[src/hw/rtl/lrs_pkg.sv]
// Shared types, constants and a helper function for the link recovery supervisor.
package lrs_pkg;

   localparam int unsigned CountWidth = 8;
   localparam int unsigned TimeWidth  = 32;
   localparam int unsigned CsrIndexWidth = 3;

   localparam logic [CountWidth-1:0] CountMax = '1;

   localparam logic [CountWidth-1:0] BounceAfterReset   = 8'd5;
   localparam logic [CountWidth-1:0] RestartAfterReset  = 8'd10;
   localparam logic [CountWidth-1:0] PingFailLimitReset = 8'd6;
   localparam logic [TimeWidth-1:0]  StaleMsReset       = 32'd900000;
   localparam logic [TimeWidth-1:0]  AnnounceMsReset    = 32'd600000;
   localparam logic [TimeWidth-1:0]  MemoryFloorReset   = 32'd4000;
   localparam logic [TimeWidth-1:0]  MemoryHoldMsReset  = 32'd60000;

   typedef enum logic [1:0] {
      ACTION_NONE      = 2'd0,
      ACTION_RECONNECT = 2'd1,
      ACTION_BOUNCE    = 2'd2,
      ACTION_RESTART   = 2'd3
   } action_type;

   typedef enum logic [CsrIndexWidth-1:0] {
      CSR_BOUNCE_AFTER    = 3'd0,
      CSR_RESTART_AFTER   = 3'd1,
      CSR_PING_FAIL_LIMIT = 3'd2,
      CSR_STALE_MS        = 3'd3,
      CSR_ANNOUNCE_MS     = 3'd4,
      CSR_MEMORY_FLOOR    = 3'd5,
      CSR_MEMORY_HOLD_MS  = 3'd6
   } csr_index_type;

   typedef struct packed {
      logic [TimeWidth-1:0] now_ms;
      logic                 link_up;
      logic                 has_credentials;
      logic [TimeWidth-1:0] ping_ok_total;
      logic [TimeWidth-1:0] ping_fail_total;
      logic [TimeWidth-1:0] http_total;
      logic [TimeWidth-1:0] address_time_ms;
      logic [TimeWidth-1:0] free_memory;
   } req_type;

   typedef struct packed {
      logic [1:0] action;
      logic       resume_advertising;
      logic       announce;
      logic       memory_alarm;
   } rsp_type;

   typedef struct packed {
      logic [CountWidth-1:0] bounce_after;
      logic [CountWidth-1:0] restart_after;
      logic [CountWidth-1:0] ping_fail_limit;
      logic [TimeWidth-1:0]  stale_ms;
      logic [TimeWidth-1:0]  announce_ms;
      logic [TimeWidth-1:0]  memory_floor;
      logic [TimeWidth-1:0]  memory_hold_ms;
   } cfg_type;

   function automatic logic [CountWidth-1:0] sat_inc(input logic [CountWidth-1:0] value);
      sat_inc = (value == CountMax) ? CountMax : value + 1'b1;
   endfunction

endpackage

[src/hw/rtl/lrs_if.sv]
// Handshake interfaces for the request, response and register write channels.
interface lrs_req_if;
   logic             valid;
   logic             ready;
   lrs_pkg::req_type data;
   modport source (output valid, output data, input ready);
   modport sink (input valid, input data, output ready);
endinterface

interface lrs_rsp_if;
   logic             valid;
   logic             ready;
   lrs_pkg::rsp_type data;
   modport source (output valid, output data, input ready);
   modport sink (input valid, input data, output ready);
endinterface

interface lrs_csr_if;
   logic                                  valid;
   logic                                  ready;
   logic [lrs_pkg::CsrIndexWidth-1:0]     index;
   logic [lrs_pkg::TimeWidth-1:0]         data;
   modport source (output valid, output index, output data, input ready);
   modport sink (input valid, input index, input data, output ready);
endinterface

[src/hw/rtl/lrs_csr.sv]
// Configuration register file with reset values and indexed writes.
module lrs_csr (
   input  logic             clock,
   input  logic             reset,
   lrs_csr_if.sink          csr_chan,
   output lrs_pkg::cfg_type cfg
);

   lrs_pkg::cfg_type cfg_ff;
   lrs_pkg::cfg_type cfg_in;

   assign csr_chan.ready = !reset;
   assign cfg = cfg_ff;

   always_comb begin
      cfg_in = cfg_ff;
      if (csr_chan.valid) begin
         case (lrs_pkg::csr_index_type'(csr_chan.index))
            lrs_pkg::CSR_BOUNCE_AFTER:
               cfg_in.bounce_after = csr_chan.data[lrs_pkg::CountWidth-1:0];
            lrs_pkg::CSR_RESTART_AFTER:
               cfg_in.restart_after = csr_chan.data[lrs_pkg::CountWidth-1:0];
            lrs_pkg::CSR_PING_FAIL_LIMIT:
               cfg_in.ping_fail_limit = csr_chan.data[lrs_pkg::CountWidth-1:0];
            lrs_pkg::CSR_STALE_MS:       cfg_in.stale_ms = csr_chan.data;
            lrs_pkg::CSR_ANNOUNCE_MS:    cfg_in.announce_ms = csr_chan.data;
            lrs_pkg::CSR_MEMORY_FLOOR:   cfg_in.memory_floor = csr_chan.data;
            lrs_pkg::CSR_MEMORY_HOLD_MS: cfg_in.memory_hold_ms = csr_chan.data;
            default:                     cfg_in = cfg_ff;
         endcase
      end
   end

   always_ff @(posedge clock) begin
      if (reset) begin
         cfg_ff.bounce_after    <= lrs_pkg::BounceAfterReset;
         cfg_ff.restart_after   <= lrs_pkg::RestartAfterReset;
         cfg_ff.ping_fail_limit <= lrs_pkg::PingFailLimitReset;
         cfg_ff.stale_ms        <= lrs_pkg::StaleMsReset;
         cfg_ff.announce_ms     <= lrs_pkg::AnnounceMsReset;
         cfg_ff.memory_floor    <= lrs_pkg::MemoryFloorReset;
         cfg_ff.memory_hold_ms  <= lrs_pkg::MemoryHoldMsReset;
      end else begin
         cfg_ff <= cfg_in;
      end
   end

endmodule

[src/hw/rtl/lrs_step.sv]
// Supervisor state registers and the single-pass decision logic for one tick.
module lrs_step (
   input  logic             clock,
   input  logic             reset,
   input  logic             enable,
   input  lrs_pkg::cfg_type cfg,
   input  lrs_pkg::req_type req,
   output lrs_pkg::rsp_type rsp
);

   logic [lrs_pkg::CountWidth-1:0] streak_ff, streak_in;
   logic [lrs_pkg::CountWidth-1:0] run_ff, run_in;
   logic [lrs_pkg::TimeWidth-1:0]  ok_snap_ff, ok_snap_in;
   logic [lrs_pkg::TimeWidth-1:0]  fail_snap_ff, fail_snap_in;
   logic [lrs_pkg::TimeWidth-1:0]  http_snap_ff, http_snap_in;
   logic [lrs_pkg::TimeWidth-1:0]  last_ann_ff, last_ann_in;
   logic [lrs_pkg::TimeWidth-1:0]  low_since_ff, low_since_in;

   logic [lrs_pkg::CountWidth-1:0] streak_inc;
   logic [lrs_pkg::CountWidth-1:0] run_next;
   logic [lrs_pkg::TimeWidth-1:0]  ann_base;
   logic                           stale_idle;

   always_comb begin
      streak_in    = streak_ff;
      run_in       = run_ff;
      ok_snap_in   = ok_snap_ff;
      fail_snap_in = fail_snap_ff;
      http_snap_in = http_snap_ff;
      last_ann_in  = last_ann_ff;
      low_since_in = low_since_ff;
      rsp          = '0;

      streak_inc = lrs_pkg::sat_inc(streak_ff);
      if (req.ping_ok_total > ok_snap_ff) begin
         run_next = '0;
      end else if (req.ping_fail_total > fail_snap_ff) begin
         run_next = lrs_pkg::sat_inc(run_ff);
      end else begin
         run_next = run_ff;
      end
      stale_idle = (req.address_time_ms != '0)
                   && ((req.now_ms - req.address_time_ms) > cfg.stale_ms)
                   && (req.http_total == http_snap_ff) && (run_next != '0);
      ann_base = (last_ann_ff == '0) ? req.now_ms : last_ann_ff;

      if (!req.link_up) begin
         if (!req.has_credentials) begin
            streak_in = '0;
         end else if (streak_inc >= cfg.restart_after) begin
            rsp.action   = lrs_pkg::ACTION_RESTART;
            streak_in    = '0;
            run_in       = '0;
            ok_snap_in   = '0;
            fail_snap_in = '0;
            http_snap_in = '0;
            last_ann_in  = '0;
            low_since_in = '0;
         end else begin
            streak_in  = streak_inc;
            run_in     = '0;
            rsp.action = (streak_inc >= cfg.bounce_after) ? lrs_pkg::ACTION_BOUNCE
                                                          : lrs_pkg::ACTION_RECONNECT;
         end
      end else begin
         rsp.resume_advertising = (streak_ff != '0);
         streak_in    = '0;
         ok_snap_in   = req.ping_ok_total;
         fail_snap_in = req.ping_fail_total;
         if (run_next >= cfg.ping_fail_limit) begin
            rsp.action = lrs_pkg::ACTION_RECONNECT;
            run_in     = '0;
         end else begin
            run_in       = run_next;
            http_snap_in = req.http_total;
            if (stale_idle) begin
               rsp.action = lrs_pkg::ACTION_RECONNECT;
            end else begin
               if ((req.now_ms - ann_base) > cfg.announce_ms) begin
                  rsp.announce = 1'b1;
                  last_ann_in  = req.now_ms;
               end else begin
                  last_ann_in = ann_base;
               end
               if (req.free_memory < cfg.memory_floor) begin
                  if (low_since_ff == '0) begin
                     low_since_in = req.now_ms;
                  end else if ((req.now_ms - low_since_ff) > cfg.memory_hold_ms) begin
                     rsp.memory_alarm = 1'b1;
                     low_since_in     = req.now_ms;
                  end
               end else begin
                  low_since_in = '0;
               end
            end
         end
      end
   end

   always_ff @(posedge clock) begin
      if (reset) begin
         streak_ff    <= '0;
         run_ff       <= '0;
         ok_snap_ff   <= '0;
         fail_snap_ff <= '0;
         http_snap_ff <= '0;
         last_ann_ff  <= '0;
         low_since_ff <= '0;
      end else if (enable) begin
         streak_ff    <= streak_in;
         run_ff       <= run_in;
         ok_snap_ff   <= ok_snap_in;
         fail_snap_ff <= fail_snap_in;
         http_snap_ff <= http_snap_in;
         last_ann_ff  <= last_ann_in;
         low_since_ff <= low_since_in;
      end
   end

   a_restart_clears: assert property (@(posedge clock) disable iff (reset)
      enable && rsp.action == lrs_pkg::ACTION_RESTART
      |=> streak_ff == '0 && run_ff == '0 && last_ann_ff == '0 && low_since_ff == '0)
      else $error("restart did not clear supervisor state");

   a_pulse_quiet: assert property (@(posedge clock) disable iff (reset)
      enable && (rsp.announce || rsp.memory_alarm) |-> rsp.action == lrs_pkg::ACTION_NONE)
      else $error("pulse raised together with a recovery action");

   a_streak_link: assert property (@(posedge clock) disable iff (reset)
      enable && req.link_up |=> streak_ff == '0)
      else $error("failure streak survived a link-up tick");

endmodule

[src/hw/rtl/link_recovery_supervisor.sv]
// Top level of the link recovery supervisor: request register, step logic, response register.
//
//   Channel  Direction  Carries
//   req      in         one health tick per request
//   rsp      out        action, resume, announce and alarm flags per request
//   csr      in         register index and write data
//
// Each request is held in the request register and decided there, then waits
// in the response register until it is taken.
// A new request is accepted every cycle while responses keep flowing.
// A response becomes valid when its decided request is written into the response register.
// Reset is synchronous and active high; it restores register defaults and clears the supervisor state and valid flags.
// A stalled response holds the request register, which then stalls the input side.
module link_recovery_supervisor (
   input  logic     clock,
   input  logic     reset,
   lrs_req_if.sink  req_chan,
   lrs_rsp_if.source rsp_chan,
   lrs_csr_if.sink  csr_chan
);

   lrs_pkg::cfg_type cfg;
   lrs_pkg::req_type s1_data_ff;
   logic             s1_valid_ff, s1_valid_in;
   lrs_pkg::rsp_type step_rsp;
   lrs_pkg::rsp_type out_data_ff;
   logic             out_valid_ff, out_valid_in;
   logic             advance;
   logic             take;

   assign advance        = s1_valid_ff && (!out_valid_ff || rsp_chan.ready);
   assign req_chan.ready = !reset && (!s1_valid_ff || advance);
   assign take           = req_chan.valid && req_chan.ready;
   assign s1_valid_in    = take || (s1_valid_ff && !advance);
   assign out_valid_in   = advance || (out_valid_ff && !rsp_chan.ready);

   assign rsp_chan.valid = out_valid_ff;
   assign rsp_chan.data  = out_data_ff;

   lrs_csr u_csr (
      .clock    (clock),
      .reset    (reset),
      .csr_chan (csr_chan),
      .cfg      (cfg)
   );

   lrs_step u_step (
      .clock  (clock),
      .reset  (reset),
      .enable (advance),
      .cfg    (cfg),
      .req    (s1_data_ff),
      .rsp    (step_rsp)
   );

   always_ff @(posedge clock) begin
      if (reset) begin
         s1_valid_ff  <= 1'b0;
         out_valid_ff <= 1'b0;
      end else begin
         s1_valid_ff  <= s1_valid_in;
         out_valid_ff <= out_valid_in;
      end
   end

   always_ff @(posedge clock) begin
      if (take) begin
         s1_data_ff <= req_chan.data;
      end
      if (advance) begin
         out_data_ff <= step_rsp;
      end
   end

   a_ready_only_full: assert property (@(posedge clock) disable iff (reset)
      !req_chan.ready |-> s1_valid_ff && out_valid_ff && !rsp_chan.ready)
      else $error("request side stalled without a blocked response");

   a_out_drains: assert property (@(posedge clock) disable iff (reset)
      $fell(out_valid_ff) |-> $past(rsp_chan.ready))
      else $error("response dropped without being taken");

   a_advance_fills: assert property (@(posedge clock) disable iff (reset)
      advance |=> out_valid_ff)
      else $error("decided request did not reach the response register");

endmodule

[src/flat_wrapper.sv]
// flat-port wrapper written by rule: the top's interface ports become plain ports
module link_recovery_supervisor_flat 
  (clock, reset, req_chan_valid, req_chan_data, req_chan_ready, rsp_chan_valid, rsp_chan_data, rsp_chan_ready, csr_chan_valid, csr_chan_index, csr_chan_data, csr_chan_ready);
  lrs_req_if req_chan_i ();
  lrs_rsp_if rsp_chan_i ();
  lrs_csr_if csr_chan_i ();
  input  logic clock;
  input  logic reset;
  input wire logic [$bits(req_chan_i.valid)-1:0] req_chan_valid;
  input wire logic [$bits(req_chan_i.data)-1:0] req_chan_data;
  output wire logic [$bits(req_chan_i.ready)-1:0] req_chan_ready;
  output wire logic [$bits(rsp_chan_i.valid)-1:0] rsp_chan_valid;
  output wire logic [$bits(rsp_chan_i.data)-1:0] rsp_chan_data;
  input wire logic [$bits(rsp_chan_i.ready)-1:0] rsp_chan_ready;
  input wire logic [$bits(csr_chan_i.valid)-1:0] csr_chan_valid;
  input wire logic [$bits(csr_chan_i.index)-1:0] csr_chan_index;
  input wire logic [$bits(csr_chan_i.data)-1:0] csr_chan_data;
  output wire logic [$bits(csr_chan_i.ready)-1:0] csr_chan_ready;
  assign req_chan_i.valid = req_chan_valid;
  assign req_chan_i.data = req_chan_data;
  assign req_chan_ready = req_chan_i.ready;
  assign rsp_chan_valid = rsp_chan_i.valid;
  assign rsp_chan_data = rsp_chan_i.data;
  assign rsp_chan_i.ready = rsp_chan_ready;
  assign csr_chan_i.valid = csr_chan_valid;
  assign csr_chan_i.index = csr_chan_index;
  assign csr_chan_i.data = csr_chan_data;
  assign csr_chan_ready = csr_chan_i.ready;
  link_recovery_supervisor u_core (.clock(clock), .reset(reset), .req_chan(req_chan_i), .rsp_chan(rsp_chan_i), .csr_chan(csr_chan_i));
endmodule
[config.mk]
export PLATFORM = sky130hd
export DESIGN_NAME = link_recovery_supervisor_flat
export DESIGN_NICKNAME = d
export VERILOG_FILES = /design/src/hw/rtl/lrs_pkg.sv /design/src/hw/rtl/lrs_if.sv /design/src/hw/rtl/lrs_csr.sv /design/src/hw/rtl/lrs_step.sv /design/src/hw/rtl/link_recovery_supervisor.sv /design/src/flat_wrapper.sv
export SDC_FILE = /design/constraint.sdc
export NUM_CORES = 1
export LEC_CHECK = 0
export CORE_UTILIZATION = 40
export CTS_BUF_LIST = sky130_fd_sc_hd__clkbuf_16
export DETAILED_ROUTE_END_ITERATION = 8
export DONT_BUFFER_PORTS = 1
export PLACE_DENSITY_LB_ADDON = 0.15
export SYNTH_ARGS = -nofsm -noshare
export SYNTH_HDL_FRONTEND = slang
export SYNTH_SLANG_ARGS = --single-unit
[constraint.sdc]
create_clock -name clock -period 13.7 [get_ports clock]
set_input_delay 2.74 -clock clock [delete_from_list [all_inputs] [get_ports clock]]
set_output_delay 2.74 -clock clock [all_outputs]
set_load 0.02 [all_outputs]
Word-level counts from Yosys, hierarchy flattened
Index checks and enable logic that the tools add are counted.
- register bits after elaboration: 529
- bits in latches: 0
- RAM bits: 0
- memory bits (read-only): 0
- input bits: 234
- output and inout bits: 8
- word-level logic and storage cells: 130
- memories kept: 0
- add/sub/neg operators: 5
- $mul: 0
- div/mod/pow operators: 0
- $lt $le $gt $ge: 9
- eq/ne operators: 12
- shift-type cells: 0
- mux-type cells: 35
- bitwise operators: 2
- reductions and logical operators: 39
- operators by type and width (operator ; number):
    32-bit 2-to-1 mux ; 17
    32-bit greater-than comparator ; 5
    32-bit subtractor ; 3
    8-bit 2-to-1 mux ; 10
    32-bit zero test ; 2
    32-bit == test ; 1
    32-bit less-than comparator ; 1
    32-bit nonzero test ; 1
    8-bit >= comparator ; 3
    8-bit by 1-bit adder with 8-bit output, second input constant ; 2
    8-bit == test, second input constant ; 2
    2-bit AND reduction ; 8
    8-bit nonzero test ; 2
    3-bit == test, second input constant ; 3
    1-bit logical AND ; 8
    2-bit 2-to-1 mux ; 4
    3-bit by 2-bit == test with 1-bit output, second input constant ; 2
    6-bit AND reduction ; 1
    1-bit zero test ; 5
    5-bit AND reduction ; 1
    5-bit OR reduction ; 1
    1-bit logical OR ; 4
    1-bit 2-to-1 mux ; 4
    2-bit != test, second input constant ; 2
    8 further kinds ; 10

Depth between registers and ports, before layout
Gate-level depths: netlist (run 1).
- depth in word-level cells: 9
- depth in mapped cells: 30
- gate-level depth less buffers: 28

By module
A second synthesis (run 1) with hierarchy kept.
- cell total of the unflattened synthesis: 3015
- area, all modules: 29707.2 µm²
- by module, submodules not included (module ; times used ; cells each ; area an instance (µm²) ; sequential area each (µm²)):
    lrs_step ; 1 ; 2242 ; 17579.4 ; 3523.4
    link_recovery_supervisor ; 1 ; 210 ; 6069.6 ; 6015.8
    lrs_csr ; 1 ; 563 ; 6058.3 ; 3042.9

Worst setup path after synthesis (run 1)
Ideal clock, no wire load.
- path kind: input to register
- start point: in reset
- end point: reg u_core.s1_data_ff[0] in the netlist's numbering, enable pin
- library setup time: 577 ps
- arrival: 7757 ps
- required time: 13123 ps
- path slack: 5366 ps
- cell stages on the path: 3
- path buffers: 1
- path through: clkbuf_1 -> a21oi_1 -> and2_1
- longest elaborated chain between the ends: 3
- RTL lines (item ; RTL line ; RTL):
    start, declared ; flat_wrapper.sv:8 ; input logic reset;
    1-bit zero test ; link_recovery_supervisor.sv:32 ; assign req_chan.ready = !reset && (!s1_valid_ff || advance);
    1-bit logical AND ; link_recovery_supervisor.sv:32 ;
    net req_chan_ready ; flat_wrapper.sv:11 ; output wire logic [$bits(req_chan_i.ready)-1:0] req_chan_ready;
    1-bit logical AND ; link_recovery_supervisor.sv:33 ; assign take = req_chan.valid && req_chan.ready;
    net u_core.take ; link_recovery_supervisor.sv:29 ; logic take;
    end signal, assigned ; link_recovery_supervisor.sv:68 ; s1_data_ff <= req_chan.data;
    end, declared ; link_recovery_supervisor.sv:23 ; lrs_pkg::req_type s1_data_ff;
The timed path passes the listed nets, and every way through them passes these cells.
A chain may end at the register's enable or synchronous reset.

Final worst setup path (run 1)
- start point: reg u_core.u_step.last_ann_ff[7] in the netlist's numbering
- end point: reg u_core.u_step.last_ann_ff[22] in the netlist's numbering
- longest elaborated chain between the ends: 8
- RTL lines (item ; RTL line ; RTL):
    start, declared ; lrs_step.sv:16 ; logic [lrs_pkg::TimeWidth-1:0] last_ann_ff, last_ann_in;
    start signal, assigned ; lrs_step.sv:115 ; last_ann_ff <= last_ann_in;
    32-bit zero test ; lrs_step.sv:45 ; ann_base = (last_ann_ff == '0) ? req.now_ms : last_ann_ff;
    32-bit 2-to-1 mux * ; lrs_step.sv:45 ;
    32-bit subtractor ; lrs_step.sv:79 ; if ((req.now_ms - ann_base) > cfg.announce_ms) begin
    32-bit greater-than comparator ; lrs_step.sv:79 ;
    32-bit 2-to-1 mux * ; lrs_step.sv:79 ;
    32-bit 2-to-1 mux * ; lrs_step.sv:76 ; if (stale_idle) begin
    32-bit 2-to-1 mux * ; lrs_step.sv:70 ; if (run_next >= cfg.ping_fail_limit) begin
    32-bit 2-to-1 mux * ; lrs_step.sv:47 ; if (!req.link_up) begin
Every way passes the cells marked *; elsewhere a longest branch is shown, timed or not. The select of a mux whose other input is x is not followed.

==> metrics.md, run 1 <==
| Metric | Value |
|---|---|
| Outcome | `finished, final reports clean` |
| Tot Pwr | `3840 µW` |
| Clock Tree Root | `clkbuf_16` |
| Met3 Use GR | `0.0479` |
| ANT nets after route | `0` |
| Final Max Slew Viols | `0` |
| Post-cts sizing count | `0` |
| Finished Core Util | `0.448` |
| PwrDens | `approximately 120 nW/µm²` |
| Row count | `97` |
| Clock Skews | `0.0140 ns` |
| Global route overflow | `0` |
| Total negative slack | `0 ns` |
| Seq cells post-synth | `529` |
| Via Count | `21950` |
| Clock Sinks | `529` |
| Synth unique cells | `73` |
| Syn Inst Count | `approximately 3000` |
| First-pass GRT wire length | `between 100000 and 150000 µm` |
| IO buf count | `0` |
| Synth top area share | `0.231` |
| Sequential-to-total area share from yosys stat | `0.441` |
| Num CTS Buffers | `59` |
| CP endpoint kind | `register` |
| Share of layout cells above drive strength 1 | `0.0448` |
| Largest net degree at the start of global routing | `232` |
| Reg2reg path depth | `27` |
| Post-DP Area | `29500 µm²` |
| Synth Cell Area | `around 29000 µm²` |
| Setup CP Type | `reg -> reg` |
| Worst slew pin tran | `1.33 ns` |
| TritonRoute pass-1 iters | `7` |
| Final hold violation count | `0` |
| YS warnings | `0` |
| H-tree level count | `2` |
| Hold Path Stages | `2` |
| Maxcap violations | `0` |
| Iter 0 DRT Violations | `1341` |
| Busiest grt layer | `met2` |
| Slew HR | `0.113` |
| VDD IR-drop max | `0.0969 mV` |
| Placed cell count | `3907` |
| Die area | `between 70000 and 80000 µm²` |
| # setup viols final | `0` |
| Min-delay src | `u_core.u_csr.cfg[1]` |
| Nets | `3576` |
| Reg-to-reg startpoint | `u_core.u_step.last_ann_ff[7]` |
| Reg-to-reg critical path endpoint | `u_core.u_step.last_ann_ff[22]` |
| Initial cell density of the core | `0.406` |
| Met1 Use GR | `0.294` |
| Leak pwr | `0.0124 µW` |
| Synth Net Count | `between 3000 and 4000` |
| GRT Overall Usage | `0.222` |
| Mean Syn Cell Area | `between 9 and 10 µm²` |
| Most frequent CP cell | `a21oi_1` |
| Hold path endpoint | `u_core.u_csr.cfg[1]` |
| Fin crit period | `7.33 ns` |
| Fmax | `136 MHz` |
| HP Class | `reg -> reg` |
| Critical Path RT | `14.26 ns` |
| Area grow syn2layout | `10.2%` |
| Vias/cell | `around 5.5` |
| Final wirelength | `slightly above 80000 µm` |
| Synth cell count leaders | `362 x nand2_1, 330 x dfxtp_1, 311 x ha_1` |
| WP data arrival | `7.89 ns` |
| Antenna violations before repair | `22` |
| # DRC | `0` |
| R2R Setup Slk | `around 6.4 ns` |
| CTS tree | `yes` |
| Num ports | `roughly 240` |
| Unrepaired setup endpoints after global routing | `false` |
| Wire length per cell | `20.4 µm` |
| Post CTS Setup Buffer Count | `0` |
| Final instance area | `31500 µm²` |
| Die Ht | `269 µm` |
| Vias in the first global route | `~21000` |
| Synth area leader | `dfxtp_1` |
| Ys flop type | `dfxtp_1` |
| Largest fanout on the critical path | `32` |
| Core Area | `70300 µm²` |
| Number of enable flip-flop cells after synthesis | `199` |
| Synth top area cells | `dfxtp_1 23%, edfxtp_1 21%, ha_1 14%` |
| Skew-Pair Late Insertion Delay | `0.63 ns` |
| Asr flop ratio synth | `0` |
| Max stage delay on crit path | `1.02 ns` |
| Most frequent cell after synthesis | `nand2_1` |
| Final Non-Filler Cells | `4024` |
| Final Cycle Share | `0.535` |
| M2 GR Usage | `0.372` |
| CTS Hold Bufs | `0` |
| DP HPWL | `61600 µm` |
| Worst-path clk slew | `0.06 ns` |
| CP max stage cell | `o22ai_2` |
| CTS Buffer Depth | `3` |
| CP Launch Type | `register` |
| Final Wtd Congestion | `0.892` |
| Die X | `269 µm` |
cells in the final DEF (no fill, tap or decap), types with 8 or more instances in the layout:
cell type and count:
nor2_1 204, and3_1 14, a21o_1 121, edfxtp_1 199
dfxtp_1 330, a22o_1 32, nand3_1 58, nor4_1 35
buf_4 21, o21ai_0 59, a31oi_1 13, o21a_1 36
o21bai_1 13, nand4_1 59, xor2_1 27, o31ai_1 8
and2_1 9, mux2i_1 38, nor2b_1 34, clkbuf_16 65
nand2_1 362, nor3_1 20, a22oi_1 108, ha_1 311
inv_1 317, nand2b_1 31, a21oi_1 279, o211ai_1 43
a211oi_1 11, clkinv_2 9, clkinv_1 13, xnor2_1 92
metrics by stage:
step	setup WS, ns	hold slack (ns)
floorplan	5.37	0.436
global placement	6.47	0.440
detailed placement	6.44	0.446
CTS	6.41	0.455
global route	5.88	0.470
finish	6.37	0.456
sequential cells by signal, indices dropped and copies added, names as in the netlist:
signal                      count
u_core.u_step.low_since_ff     32
u_core.rsp_chan.valid           1
u_core.s1_data_ff             194
u_core.u_csr.cfg              152
u_core.u_step.last_ann_ff      32
u_core.rsp_chan.data            5
u_core.u_step.run_ff            8
u_core.u_step.fail_snap_ff     32
u_core.u_step.ok_snap_ff       32
u_core.s1_valid_ff              1
u_core.u_step.http_snap_ff     32
u_core.u_step.streak_ff         8
critical path: cells and delay by family (launching register included):
family | cells | cell delay (ns)
adders and majority gates | 3 | 0.66
xor gates and xnor gates | 1 | 0.16
DFF | 1 | 0.33
buffers and inverters | 1 | 0.31
and+or+nand+nor | 6 | 0.94
AOI/OAI and AO/OA | 16 | 4.85
cell type report:
| cell class | count | area (µm²) |
|---|---|---|
| Antenna cell | 6 | 15.0 |
| Clock buffer | 65 | 1630 |
| Clock inverter | 46 | 298 |
| Fill cell | 6677 | 38800 |
| Inverter | 306 | 1150 |
| Multi-Input combinational cell | 2111 | 14500 |
| Sequential cell | 529 | 12600 |
| Tap cell | 940 | 1180 |
| Timing Repair Buffer | 21 | 158 |
per-layer routing:
| metal | part of all wire | up-vias | routed length (µm) |
|---|---|---|---|
| met5 | 0.0025 | - | 202 |
| met4 | 0.017 | 30 | 1410 |
| met3 | 0.062 | 116 | 5070 |
| met2 | 0.47 | 477 | 38600 |
| met1 | 0.45 | 10549 | 37000 |
| li1 | - | 10778 | - |
how the worst max path moves through the flow:
stage	start	end	cells past startpoint
after floorplan	reset	u_core.s1_data_ff[0]	3
after global placement	u_core.u_step.last_ann_ff[23]	u_core.u_step.last_ann_ff[4]	27
after detailed placement	rsp_chan_ready	u_core.u_step.last_ann_ff[1]	11
after CTS	u_core.u_step.last_ann_ff[23]	u_core.u_step.last_ann_ff[20]	27
after global routing	u_core.u_step.last_ann_ff[7]	u_core.u_step.last_ann_ff[17]	27
final	u_core.u_step.last_ann_ff[7]	u_core.u_step.last_ann_ff[22]	27
power breakdown:
part	switching [µW]	total, µW	internal, µW
Clock	662	1570	905
Combinational	317	549	232
Sequential	41.1	1730	1690
cells by family after synthesis:
kind of cell | Yosys count | share of synthesized area
AOI/OAI and AO/OA | 788 | 0.182
xor gates and xnor gates | 119 | 0.0365
adders and majority gates | 314 | 0.138
buffers and inverters | 417 | 0.0552
DFF | 529 | 0.441
muxes | 38 | 0.0133
and+or+nand+nor | 852 | 0.134
No activity file was read; power rests on OpenSTA's default activity.
==> inputs of run 2 (changes only) <==
ABC_AREA = 1   (was unset)
clock period = 7.2 ns   (was 13.7 ns; I/O delays follow)
==> metrics.md, run 2 <==
| Metric | Value |
|---|---|
| Mean Syn Cell Area | `8.07 µm²` |
| Most used cells in the layout excluding fill and tap cells | `705 x nand2_1, 531 x inv_1, 451 x a21oi_1` |
| Syn Inst Count | `3699` |
| Synth unique cells | `50` |
| Worst path bufs/invs | `3` |
| Largest net degree at the start of global routing | `163` |
| Ys flop type | `dfxtp_1` |
| Biggest register | `u_core.s1_data_ff` |
| Commonest non-fill, non-tap cell in the layout | `nand2_1` |
| VDD IR-drop max | `0.222 mV` |
| ANT nets after route | `0` |
| Final wirelength | `85600 µm` |
| Xor-xnor portion of the synthesized cell area | `0.0369` |
| Mux cell area share after synthesis | `0` |
| Unrepaired setup endpoints after global routing | `false` |
| Leak pwr | `0.0136 µW` |
| Critical Path RT | `7.76 ns` |
| CTS tree | `yes` |
| Clock Sinks | `529` |
| Core Area | `between 70000 and 80000 µm²` |
| Fmax | `approximately 160 MHz` |
| Vias in the first global route | `about 23000` |
| CTS Buffer Depth | `3` |
| Antenna violations before repair | `17` |
| Placed cell count | `around 4600` |
| Layout fillers | `approximately 7400` |
| Number of enable flip-flop cells after synthesis | `199` |
| Die Ht | `275 µm` |
| Vias/cell | `5.12` |
| Post-DP Area | `30800 µm²` |
| Total negative slack | `0 ns` |
| Clock Tree Root | `clkbuf_16` |
| Most frequent cell after synthesis | `nand2_1` |
| Seq cells post-synth | `~530` |
| Synth area leader | `dfxtp_1` |
| YS warnings | `0` |
| Multi-input logic area | `14800 µm²` |
| Setup CP Type | `reg -> reg` |
| CP endpoint kind | `register` |
| Final Wtd Congestion | `a little over 0.9` |
| Via Count | `23953` |
| First-pass GRT wire length | `130000 µm` |
| Main combinational cell family by area after synthesis | `simple AND/OR/NAND/NOR gates` |
| PwrDens | `242 nW/µm²` |
| CP Launch Type | `register` |
| Tot Pwr | `between 7000 and 8000 µW` |
| DP HPWL | `62700 µm` |
| Most frequent CP cell | `nand2_1` |
| Die area | `75800 µm²` |
| Synth Net Count | `4247` |
| Sequential-to-total area share from yosys stat | `0.421` |
| Final Cycle Share | `0.874` |
| CP max stage cell | `nor4_1` |
| Share of layout cells above drive strength 1 | `0.0396` |
| # setup viols final | `0` |
| Worst-path clk slew | `0.06 ns` |
| Max stage delay on crit path | `0.50 ns` |
| Largest fanout on the critical path | `33` |
| Outcome | `finished, final reports clean` |
| Nets | `4212` |
| Post-cts sizing count | `0` |
| Maxcap violations | `0` |
| Iter 0 DRT Violations | `approximately 1600` |
| Wire length per cell | `between 15 and 20 µm` |
| Synth Area in Compound Gates | `0.141` |
| Post CTS Setup Buffer Count | `0` |
| WP data arrival | `6.85 ns` |
| Synth top area cells | `dfxtp_1 22%, edfxtp_1 20%, ha_1 13%` |
| Num ports | `between 200 and 250` |
| Final Non-Filler Cells | `4677` |
| Synth Cell Area | `29900 µm²` |
| # DRC | `0` |
| Final hold violation count | `0` |
| TritonRoute pass-1 iters | `6` |
| Worst slew pin tran | `1.03 ns` |
| R2R Setup Slk | `0.91 ns` |
| Clock Skews | `0.0328 ns` |
| Simple-gate share of the synthesized area | `0.184` |
| Largest register FFs | `194` |
| Area grow syn2layout | `9.56%` |
| Family with the most delay on the worst path | `simple AND/OR/NAND/NOR gates` |
| H-tree level count | `2` |
| CTS Hold Bufs | `0` |
| Num CTS Buffers | `60` |
| Slew HR | `0.310` |
| Synth Area in Adders | `0.132` |
| HP Class | `reg -> reg` |
| Fin crit period | `6.29 ns` |
| Final Max Slew Viols | `0` |
| Synth top area share | `0.221` |
| Skew-Pair Late Insertion Delay | `0.65 ns` |
| Row count | `99` |
| GRT Overall Usage | `0.222` |
| Asr flop ratio synth | `0` |
| Die X | `around 280 µm` |
| Initial cell density of the core | `0.407` |
| Finished Core Util | `0.446` |
| Global route overflow | `0` |
| IO buf count | `0` |
| Reg area | `~13000 µm²` |
| Synth cell count leaders | `705 x nand2_1, 520 x inv_1, 452 x a21oi_1` |
| Final instance area | `32700 µm²` |
-- run 2: cell count changes after synthesis, sizes merged, moves of 31 or more --
cell / delta
nand2: +348
inv: +214
a21oi: +170
o21ai: +147
a21o: -116
a22oi: -108
nand3: +92
nor2: +86
xor2: +52
xnor2: -45
mux2i: -38
nor2b: -34
a22o: -32
nand2b: -31
-- run 2: layer usage --
metal,vias to the layer above,routed length (µm),GRT usage
met4,12,2120,0.0627
met5,-,77,0
met3,139,6250,0.0520
met2,560,38900,0.363
met1,10953,38200,0.291
li1,12289,-,-
-- run 2: kinds of logic (layout without fill, tap and decap cells) --
| family | Yosys count | after routing |
|---|---|---|
| XOR/XNOR | 126 | 126 |
| AO/OA/AOI/OAI | 783 | 783 |
| AND/OR/NAND/NOR | 1298 | 1298 |
| flip-flops | 529 | 529 |
| adder cells (fa/ha/maj) | 314 | 314 |
| buffers and inverters | 649 | 666 |
| other | 0 | 2 |
-- run 2: metrics by stage --
stage / hold slack (ns) / setup slack [ns]
3_5_place_dp: 0.448 / 1.02
2_1_floorplan: 0.424 / 1.79
4_1_cts: 0.457 / 1.00
3_3_place_gp: 0.445 / 1.19
5_1_grt: 0.471 / 0.175
6_report: 0.457 / 0.907
-- run 2: final timing paths --
path,start,end,depth (start not counted)
worst max-delay path,u_core.u_step.last_ann_ff[27],u_core.u_step.last_ann_ff[23],32
worst min-delay path,u_core.u_csr.cfg[140],u_core.u_csr.cfg[140],2
worst min register to register,u_core.u_csr.cfg[140],u_core.u_csr.cfg[140],2
worst max register to register,u_core.u_step.last_ann_ff[27],u_core.u_step.last_ann_ff[23],32
-- run 2: final cells by class --
type,instances,share of cell area
Timing Repair Buffer,29,0.00704
Inverter,523,0.0602
Clock buffer,62,0.0474
Multi-Input combinational cell,2521,0.452
Sequential cell,529,0.384
Tap cell,959,0.0367
Antenna cell,2,0.000153
Clock inverter,52,0.0117
-- run 2: where the power goes --
| part | switching [µW] | leakage, µW | internal, µW |
|---|---|---|---|
| sequential | 78.6 | 0.00454 | 3220 |
| clock | 1310 | 0.000991 | 1700 |
| combinational | 1020 | 0.00810 | 571 |
-- run 2: worst min-delay path: stages, from the launching register on --
cell,delay [ns]
dfxtp_1,0.30
inv_1,0.06
a21oi_1,0.06
==> inputs of run 3 (changes only) <==
--- a/config.mk
+++ b/config.mk
@@ -7,4 +7,5 @@
 export LEC_CHECK = 0
 export ABC_AREA = 1
+export ABC_CLOCK_PERIOD_IN_PS = 7200
 export CORE_UTILIZATION = 40
 export CTS_BUF_LIST = sky130_fd_sc_hd__clkbuf_16
==> constraint.sdc (replaced) <==
create_clock -name clock -period 7.2 [get_ports clock]
set_input_delay 1.44 -clock clock [delete_from_list [all_inputs] [get_ports clock]]
set_output_delay 1.44 -clock clock [all_outputs]
set_load 0.1 [all_outputs]
==> metrics.md, run 3 (same netlist as run 2, synthesis figures left out) <==
| Metric | Value |
|---|---|
| Outcome | `finished, final reports clean` |
| Core Area | `73500 µm²` |
| GRT Overall Usage | `0.224` |
| Iter 0 DRT Violations | `1467` |
| Worst slew pin tran | `1.22 ns` |
| Vias in the first global route | `~23000` |
| WP data arrival | `6.68 ns` |
| Setup CP Type | `reg -> reg` |
| Reg-to-reg critical path endpoint | `u_core.u_step.last_ann_ff[20]` |
| CTS Buffer Depth | `3` |
| Clock Skews | `0.0176 ns` |
| Layout fillers | `7421` |
| Leak pwr | `around 0.014 µW` |
| Initial cell density of the core | `0.407` |
| Worst-path clk slew | `0.06 ns` |
| Min-delay src | `u_core.u_step.fail_snap_ff[9]` |
| Final Cycle Share | `0.851` |
| Area grow syn2layout | `9.91%` |
| Tot Pwr | `just over 8000 µW` |
| VDD IR-drop max | `0.217 mV` |
| H-tree level count | `3` |
| IO buf count | `0` |
| PwrDens | `246 nW/µm²` |
| Die X | `275 µm` |
| Clock Sinks | `529` |
| # setup viols final | `0` |
| Total negative slack | `0 ns` |
| Die Ht | `275 µm` |
| Global route overflow | `0` |
| Critical Path RT | `roughly 7.8 ns` |
| TritonRoute pass-1 iters | `5` |
| Biggest register | `u_core.s1_data_ff` |
| Clock Tree Root | `clkbuf_16` |
| CTS tree | `yes` |
| # DRC | `0` |
| Fmax | `between 150 and 200 MHz` |
| Hold slack | `between 0.4 and 0.5 ns` |
| Slew HR | `0.181` |
| Hold Path Stages | `2` |
| Vias/cell | `5.15` |
| Nets | `4217` |
| Final wirelength | `about 86000 µm` |
| Reg-to-reg startpoint | `u_core.u_step.last_ann_ff[28]` |
| Most frequent CP cell | `nand2_1` |
| CTS Hold Bufs | `0` |
| R2R Setup Slk | `1.08 ns` |
| Die area | `~76000 µm²` |
| First-pass GRT wire length | `131000 µm` |
| Post CTS Setup Buffer Count | `0` |
| Antenna violations before repair | `7` |
| Wire length per cell | `18.3 µm` |
| Final hold violation count | `0` |
| Reg2reg path depth | `33` |
| Maxcap violations | `0` |
| Via Count | `24098` |
| Share of layout cells above drive strength 1 | `0.0392` |
| Most used cells in the layout excluding fill and tap cells | `705 x nand2_1, 537 x inv_1, 451 x a21oi_1` |
| Skew-Pair Late Insertion Delay | `0.62 ns` |
| HP Class | `reg -> reg` |
| Hold path endpoint | `u_core.u_step.fail_snap_ff[9]` |
| Num ports | `242` |
| Commonest non-fill, non-tap cell in the layout | `nand2_1` |
| ANT nets after route | `0` |
| Fin crit period | `6.12 ns` |
| Largest register FFs | `194` |
| CP max stage cell | `inv_1` |
| Post-cts sizing count | `0` |
| Final Max Slew Viols | `0` |
| CP endpoint kind | `register` |
| Unrepaired setup endpoints after global routing | `false` |
| Final Wtd Congestion | `0.893` |
| CP Launch Type | `register` |
| Num CTS Buffers | `between 60 and 70` |
| Max stage delay on crit path | `0.62 ns` |
| DP HPWL | `62400 µm` |
| Row count | `99` |
| Largest net degree at the start of global routing | `137` |
| Largest fanout on the critical path | `33` |
[run 3: cell count changes in the layout (fill, tap and decap cells not counted), moves of 2 or more]
cell,before,now
clkbuf_16,62,66
clkinvlp_4,4,2
clkinv_2,19,13
buf_4,28,26
inv_1,531,537
bufinv_16,4,2
inv_6,1,4
[run 3: how the worst max path moves through the flow]
stage / start / slack, ns / depth (start not counted) / to
floorplan: reset / 1.79 / 5 / u_core.s1_data_ff[0]
global placement: u_core.u_step.last_ann_ff[23] / 1.24 / 33 / u_core.u_step.last_ann_ff[6]
detailed placement: u_core.u_step.last_ann_ff[28] / 1.19 / 33 / u_core.u_step.last_ann_ff[8]
CTS: u_core.u_step.last_ann_ff[30] / 1.16 / 33 / u_core.u_step.last_ann_ff[8]
global route: u_core.u_step.last_ann_ff[27] / 0.39 / 32 / u_core.u_step.last_ann_ff[7]
finish: u_core.u_step.last_ann_ff[28] / 1.08 / 33 / u_core.u_step.last_ann_ff[20]
[run 3: routing by layer]
layer | GRT usage | vias to the layer above | routed length (µm)
li1 | - | 12317 | -
met5 | 0 | - | 47
met1 | 0.297 | 11056 | 38600
met3 | 0.0490 | 144 | 5710
met4 | 0.0602 | 8 | 2140
met2 | 0.367 | 573 | 39100
[run 3: cell type report]
class,instances,area (µm²),share of cell area
diodes,1,2.50,0.0000762
well taps,959,1200,0.0366
inverters,523,1970,0.0600
repair buffers,28,235,0.00717
flip-flops and latches,529,12600,0.383
clock inverters,55,383,0.0117
multi-input cells,2521,14800,0.451
clock buffers,66,1650,0.0503
[run 3: per-stage QoR]
step	instance area [µm²]	setup WS, ns	util	instances
2_1_floorplan	29900	1.79	-	3699
3_3_place_gp	30800	1.24	0.419	4560
3_5_place_dp	30800	1.19	0.419	4560
4_1_cts	32800	1.16	0.447	4681
5_1_grt	32800	0.393	0.447	4681
6_report	32800	1.08	0.447	4682
[run 3: power breakdown]
part	total, µW	internal (µW)	switching (µW)
sequential	3320	3220	92.6
combinational	1600	572	1030
clock	3140	1760	1380
[run 3: critical path, delay by kind of cell (launching register included)]
kind | cells | cell delay [ns]
AO/OA/AOI/OAI | 9 | 1.76
XOR/XNOR | 1 | 0.17
adder cells (fa/ha/maj) | 3 | 0.89
buffers and inverters | 4 | 1.31
flip-flops | 1 | 0.36
AND/OR/NAND/NOR | 16 | 1.55
